--- src/hdl/gcr_pkg.sv ---
`timescale 1ns / 1ps
package gcr_pkg;

  localparam int GCR_MAP_SIDE = 64;
  localparam int GCR_PADDR_W  = 4;
  localparam int GCR_RECIP_W  = 25;
  localparam int GCR_ACC_W    = 34;
  localparam int GCR_COORD_W  = 11;

  localparam logic [1:0] REG_MAP_WIDTH  = 2'd0;
  localparam logic [1:0] REG_MAP_HEIGHT = 2'd1;
  localparam logic [1:0] REG_STEP_LIMIT = 2'd2;

  localparam logic [6:0] MAP_WIDTH_RST  = 7'd64;
  localparam logic [6:0] MAP_HEIGHT_RST = 7'd64;
  localparam logic [7:0] STEP_LIMIT_RST = 8'd100;

  localparam logic OP_WRITE = 1'b0;
  localparam logic OP_CAST  = 1'b1;

  typedef enum logic [2:0] {
    ST_IDLE,
    ST_RECIP,
    ST_MULT,
    ST_WALK,
    ST_DONE
  } gcr_state_t;

  typedef struct packed {
    logic        start;
    logic [15:0] divisor;
  } gcr_div_req_t;

endpackage

--- src/hdl/gcr_recip.sv ---
`timescale 1ns / 1ps
// Restoring divider: floor(2^24 / divisor), one quotient bit per cycle.
module gcr_recip import gcr_pkg::*; (
  input  logic                   clk,
  input  logic                   rst,
  input  gcr_div_req_t           req,
  output logic                   done,
  output logic [GCR_RECIP_W-1:0] quot
);

  logic [4:0]  cnt;
  logic        run;
  logic [16:0] rem;
  logic [15:0] divisor;
  logic [16:0] rem_sh;
  logic        ge;

  always_comb begin
    rem_sh = {rem[15:0], (cnt == 5'(GCR_RECIP_W - 1))};
    ge     = rem_sh >= {1'b0, divisor};
  end

  always_ff @(posedge clk) begin
    if (rst) begin
      run  <= 1'b0;
      done <= 1'b0;
      cnt  <= '0;
    end else begin
      done <= run && (cnt == 5'd0);
      if (req.start) begin
        run <= 1'b1;
        cnt <= 5'(GCR_RECIP_W - 1);
      end else if (run) begin
        cnt <= cnt - 5'd1;
        if (cnt == 5'd0) begin
          run <= 1'b0;
        end
      end
    end
  end

  always_ff @(posedge clk) begin
    if (req.start) begin
      rem     <= '0;
      divisor <= req.divisor;
    end else if (run) begin
      rem  <= ge ? (rem_sh - {1'b0, divisor}) : rem_sh;
      quot <= {quot[GCR_RECIP_W-2:0], ge};
    end
  end

endmodule

--- config.mk ---
export PLATFORM = sky130hd
export DESIGN_NAME = gcr_recip
export DESIGN_NICKNAME = d
export VERILOG_FILES = /design/src/hdl/gcr_pkg.sv /design/src/hdl/gcr_recip.sv
export SDC_FILE = /design/constraint.sdc
export NUM_CORES = 1
export LEC_CHECK = 0
export ABC_AREA = 0
export BUFFER_PORTS_ARGS = -buffer_cell sky130_fd_sc_hd__buf_2
export CAP_MARGIN = 20
export CORE_MARGIN = 5
export CORE_UTILIZATION = 30
export DETAILED_ROUTE_END_ITERATION = 12
export SETUP_SLACK_MARGIN = 0.15
export SYNTH_ARGS = -nofsm -noshare
export SYNTH_HDL_FRONTEND = slang
export SYNTH_SLANG_ARGS = --single-unit
--- constraint.sdc ---
create_clock -name clk -period 2.4 [get_ports clk]
set_input_delay 0.24 -clock clk [delete_from_list [all_inputs] [get_ports clk]]
set_output_delay 0.24 -clock clk [all_outputs]
set_load 0.02 [all_outputs]
==> out/results.tsv, run 1 <==
metric	value	unit
status	finished, violations left	
failing checks	negative setup slack	
total routed wirelength	6939	µm
Synth Flop Type	edfxtp_1	
vias in the first global route	2331	
net count after synthesis	320	
CTS max path bufs	2	
EDFF count, synth	41	
Die Wd	112.9	µm
GR Overflow Total	0	
drt first pass iters	4	
root buf cell	clkbuf_8	
synth cell count leaders	edfxtp_1 (41), nor2_1 (30), dfxtp_1 (23)	
largest net degree at the start of global routing	39	
Max Transition Viols Final	0	
Avg Cell Area, Syn	11.27	µm²
Ys Warns	0	
# IOs	45	
worst skew pair latency	0.35	ns
Max VDD drop	0.4152	mV
initial DRC count	142	
Power Density	747.0	nW/µm²
DR DRC count	0	
met2 Usage GRT	0.1765	
Rel. slew slack	0.6469	
ys async rst share	0	
sequential share of the synthesized area	0.5321	
Yosys cell types	55	
Max-Cap Viols	0	
final instance area	4234	µm²
reg2reg start	cnt[0]	
met1 usage	0.1334	
detailed-route wire length per cell	13.80	µm
via count	2381	
Area growth syn-to-layout	33.18	%
register area	1694	µm²
crit share post-route	1.082	
filler cell count	978	
Final setup viols	15	
total power	3163	µW
hold buffers post-CTS	0	
nets	400	
hold_sp	req[11]	
max frequency	385.2	MHz
Initial Util	0.3080	
first-pass GRT wire length	11120	µm
Finished Core Util	0.4101	
CTS clk-pin slew, worst paths	0.08	ns
critical path class	reg -> reg	
CTS tree	yes	
met3 Use GR	0.04171	
antenna cells	0	
global route hottest layer	met2	
count leader, synth	edfxtp_1	
WHS	0.05777	ns
Num CTS Buffers	9	
Seq cells post-synth	64	
share of cells above drive strength 1	0.3624	
Die ar.	12760	µm²
Core Region	10320	µm²
crit path max fanout	3	
multi-input gate area in the final layout	1544	µm²
Leak	0.001723	µW
reg2reg setup slack	-0.20	ns
Synth Instances	282	
Worst setup SP type	flop	
Crit path arrival time	2.86	ns
Worst setup startpoint	cnt[0]	
antenna viol nets, final	0	
synth top area cells	edfxtp_1 (39%), dfxtp_1 (14%), ha_1 (7.1%)	
Worst setup EP type	flop	
minimum clock period	2.596	ns
GP Congestion	0.8296	
Hold Fails Final Rpt	0	
RSZ-0062 raised after global routing	true	
setup ws final	-0.1963	ns
Worst-Margin Slew	0.5242	ns
dpl cell area	3711	µm²
hpwl dp	4713	µm
total track usage	0.1097	
die height	112.9	µm
top-area cell type share of the netlist area	0.3872	
site row count	37	
Fin Clk Skew	0.007956	ns
CP required	2.66	ns
CTS H-Tree Depth	3	
synthesized area	3179	µm²
area leader, netlist	edfxtp_1	
# clock sinks	64	
I/O Buffers	44	
DR vias/cell	4.734	
initial antenna violation count	0	
HP Class	in -> reg	
[cells by family after synthesis]
| kind of cell | after synthesis | synth area share |
|---|---|---|
| fa+ha+maj | 19 | 0.07714 |
| xor+xnor | 15 | 0.04132 |
| mux | 7 | 0.02243 |
| flops | 64 | 0.5321 |
| buf+inv | 28 | 0.04565 |
| simple gates | 85 | 0.1350 |
| compound gates | 64 | 0.1464 |
[critical path, stage by stage, from the launching register on]
cell and delay (ns):
dfxtp_2 0.33, inv_2 0.05, ha_4 0.15, nand4b_1 0.12, ha_2 0.20, fa_2 0.21, nor2b_2 0.05, o31a_1 0.25
o31a_1 0.30, o41ai_2 0.38, xnor2_1 0.15, nand2_1 0.08, a311oi_2 0.25
[sequential cells by signal, indices dropped and copies added, names as in the netlist]
name / cells
quot: 25
divisor: 16
rem: 16
cnt: 5
done: 1
run: 1
[layout make-up]
class,instances,share of cell area
clock inverter,7,0.02807
tap,136,0.04019
clock buffer,9,0.02926
inverter,19,0.01862
multi-input combinational,190,0.3647
sequential,64,0.4001
timing repair inverter,1,0.002069
timing repair buffer,77,0.1170
[worst paths after layout]
path,to,depth (start not counted)
max,rem[12],12
min,divisor[11],1
max reg2reg,rem[12],12
min reg2reg,quot[15],0
[repair_timing]
item | 4_1_cts | 5_1_grt
pin swaps | 14 | 19
resized for setup | 16 | 21
gates cloned | 1 | 0
setup buffers | 6 | 5
setup endpoints to repair | 15 | 17
[report_power, final]
group | internal [µW] | switching, µW
sequential | 1240 | 41.1
combinational | 344 | 400
clock | 691 | 444
[cells in the final DEF (no fill, tap or decap), types with 6 or more instances in the layout]
cell	synthesis	final
a21oi_1	13	10
buf_2	0	44
buf_4	0	28
clkbuf_8	0	9
dfxtp_1	23	21
edfxtp_1	41	41
ha_1	18	15
inv_1	18	16
nand2_1	16	16
nor2_1	30	29
nor3_1	8	8
o21ai_0	8	6
xnor2_1	9	9
[routing by layer]
| layer | vias to the layer above | wire length [µm] |
|---|---|---|
| li1 | 1189 | - |
| met1 | 1129 | 3101 |
| met2 | 55 | 3340 |
| met3 | 8 | 391 |
| met4 | 0 | 106 |
| met5 | - | 0 |
[stage by stage]
stage,cells,worst slack (ns),setup TNS (ns)
5_1_grt,503,-0.4017,-3.319
3_3_place_gp,475,-0.1042,-0.1806
3_5_place_dp,475,-0.1735,-0.5152
2_1_floorplan,282,-0.04340,-0.04460
6_report,503,-0.1963,-0.9726
4_1_cts,498,-0.1717,-0.4414
No activity file was read; power rests on OpenSTA's default activity.
==> inputs of run 2 (changes only) <==
ABC_AREA = 1   (was 0)
==> run 2 against run 1 <==
  * The run now ends clean
  * Die area is 10% higher
  * Non-clock buffer count is 27 lower
  * Routed wire length grew 14%
  * Register-to-register slack gained 0.49 ns
  * Worst hold slack better by 0.020 ns
  * Worst setup slack improved by 0.49 ns
==> out/results.tsv, run 2 <==
metric	value	unit
Core Region	11520	µm²
first-pass GRT wire length	13330	µm
worst skew pair latency	0.33	ns
Fin Clk Skew	0.006450	ns
Crit path arrival time	2.33	ns
final instance area	4272	µm²
synthesized area	3540	µm²
Area growth syn-to-layout	20.68	%
Max VDD drop	0.4279	mV
Worst setup EP type	flop	
hpwl dp	5759	µm
critical path class	reg -> reg	
CP required	2.63	ns
crit path max fanout	3	
max frequency	475.3	MHz
largest net degree at the start of global routing	42	
Critical Path End	rem[14]	
Worst setup SP type	flop	
Finished Core Util	0.3709	
Worst setup startpoint	cnt[1]	
Die Wd	118.6	µm
count leader, synth	nand2_1	
GR Overflow Total	0	
placed cell count	594	
WHS	0.07803	ns
site row count	39	
Worst-Margin Slew	0.5629	ns
Synth Instances	409	
EDFF count, synth	41	
Die ar.	14070	µm²
area leader, netlist	edfxtp_1	
initial DRC count	113	
Top Registers	quot x25, divisor x16, rem x16	
die height	118.6	µm
# IOs	45	
antenna cells	0	
Avg Cell Area, Syn	8.654	µm²
drt first pass iters	4	
crit share post-route	0.8767	
most frequent cells in the layout	nand2_1 (101), inv_1 (72), buf_2 (44), edfxtp_1 (41), nand3_1 (36)	
DR DRC count	0	
Max-Cap Viols	0	
DR vias/cell	4.560	
Initial Util	0.3074	
sequential share of the synthesized area	0.4779	
initial antenna violation count	0	
reg2reg setup slack	0.30	ns
synth cell count leaders	nand2_1 (102), inv_1 (75), edfxtp_1 (41)	
most common cell after layout, fill and taps aside	nand2_1	
hold_sp	req[10]	
CTS H-Tree Depth	3	
total track usage	0.1184	
Num CTS Buffers	9	
status	complete, no violations	
Hold Fails Final Rpt	0	
Final setup viols	0	
antenna viol nets, final	0	
reg2reg path depth	13	
CTS tree	yes	
FF-to-FF End	rem[14]	
Non-Filler Instances	612	
Yosys cell types	36	
CTS clk-pin slew, worst paths	0.05	ns
top-area cell type share of the netlist area	0.3478	
Seq cells post-synth	64	
Leak	0.002026	µW
HP Class	in -> reg	
synth top area cells	edfxtp_1 (35%), dfxtp_1 (13%), nand2_1 (11%)	
RSZ-0062 raised after global routing	false	
hold buffers post-CTS	0	
Synth Flop Type	edfxtp_1	
# clock sinks	64	
Rel. slew slack	0.6248	
net count after synthesis	447	
Max Transition Viols Final	0	
CTS max path bufs	2	
final setup TNS	0	ns
I/O Buffers	44	
Most flops, register	quot	
nets	502	
dpl cell area	3916	µm²
Ys Warns	0	
Power Density	669.3	nW/µm²
minimum clock period	2.104	ns
share of cells above drive strength 1	0.2431	
detailed-route wire length per cell	12.96	µm
reg2reg start	cnt[1]	
filler cell count	1187	
via count	2791	
vias in the first global route	2854	
total routed wirelength	7933	µm
GP Congestion	0.8446	
max reg flops	25	
ys async rst share	0	
root buf cell	clkbuf_16	
[run 2: timing repair]
action / 4_1_cts / 5_1_grt
endpoints found under the hold margin: 0 / 0
setup buffers: 0 / 2
setup endpoints to repair: 0 / 16
resized for setup: 0 / 11
[run 2: logic make-up after synthesis]
group                    count (synthesis)  share of synthesized area
AO/OA/AOI/OAI                           26                    0.04312
flip-flops                              64                     0.4779
buffers and inverters                   86                     0.1018
adder cells (fa/ha/maj)                 19                    0.06928
AND/OR/NAND/NOR                        208                     0.2930
XOR/XNOR                                 6                    0.01485
[run 2: layout make-up]
| cell class | count | area, µm² | share of cell area |
|---|---|---|---|
| sequential | 64 | 1692 | 0.3960 |
| multi-input combinational | 259 | 1529 | 0.3579 |
| inverter | 80 | 300.3 | 0.07030 |
| timing repair buffer | 50 | 265.3 | 0.06210 |
| clock buffer | 12 | 236.5 | 0.05536 |
| tap | 143 | 178.9 | 0.04189 |
| clock inverter | 4 | 70.07 | 0.01640 |
[run 2: worst min-delay path by stage]
| stage | endpoint | cells after the start | slack, ns |
|---|---|---|---|
| after global routing | divisor[9] | 1 | 0.06 |
| after detailed placement | divisor[11] | 1 | 0.42 |
| after CTS | divisor[10] | 1 | 0.06 |
| final | divisor[10] | 1 | 0.08 |
| after global placement | divisor[0] | 1 | 0.42 |
| after floorplan | run | 1 | 0.31 |
[run 2: critical path: stages (launching register included)]
cell and delay, ns:
dfxtp_1 0.32, inv_2 0.07, ha_2 0.18, nand4_1 0.11
ha_2 0.24, fa_2 0.41, inv_2 0.07, nand2_1 0.05
nand3_1 0.14, nand2_1 0.12, nand3_1 0.11, nand3_2 0.07
nand2_1 0.06, nand2_1 0.04
[run 2: routing by layer]
| layer | up-vias | global-route usage | share of wire |
|---|---|---|---|
| met4 | 0 | 0.04996 | 0.018 |
| met5 | - | 0 | 0 |
| li1 | 1429 | - | - |
| met1 | 1308 | 0.1429 | 0.46 |
| met2 | 39 | 0.1922 | 0.48 |
| met3 | 15 | 0.04107 | 0.038 |
[run 2: metrics by stage]
step / worst slack (ns) / total power, µW
final: 0.2959 / 2859
after CTS: 0.1555 / 2900
after global routing: 0.1541 / 2995
after detailed placement: 0.1738 / 1518
after floorplan: 0.4109 / 1432
after global placement: 0.2238 / 1511
[run 2: power by group]
group | leakage, µW | internal (µW) | switching (µW)
Clock | 0.000151 | 905 | 453
Combinational | 0.00130 | 86.8 | 173
Sequential | 0.000574 | 1220 | 20.7
Total | 0.00203 | 2210 | 646
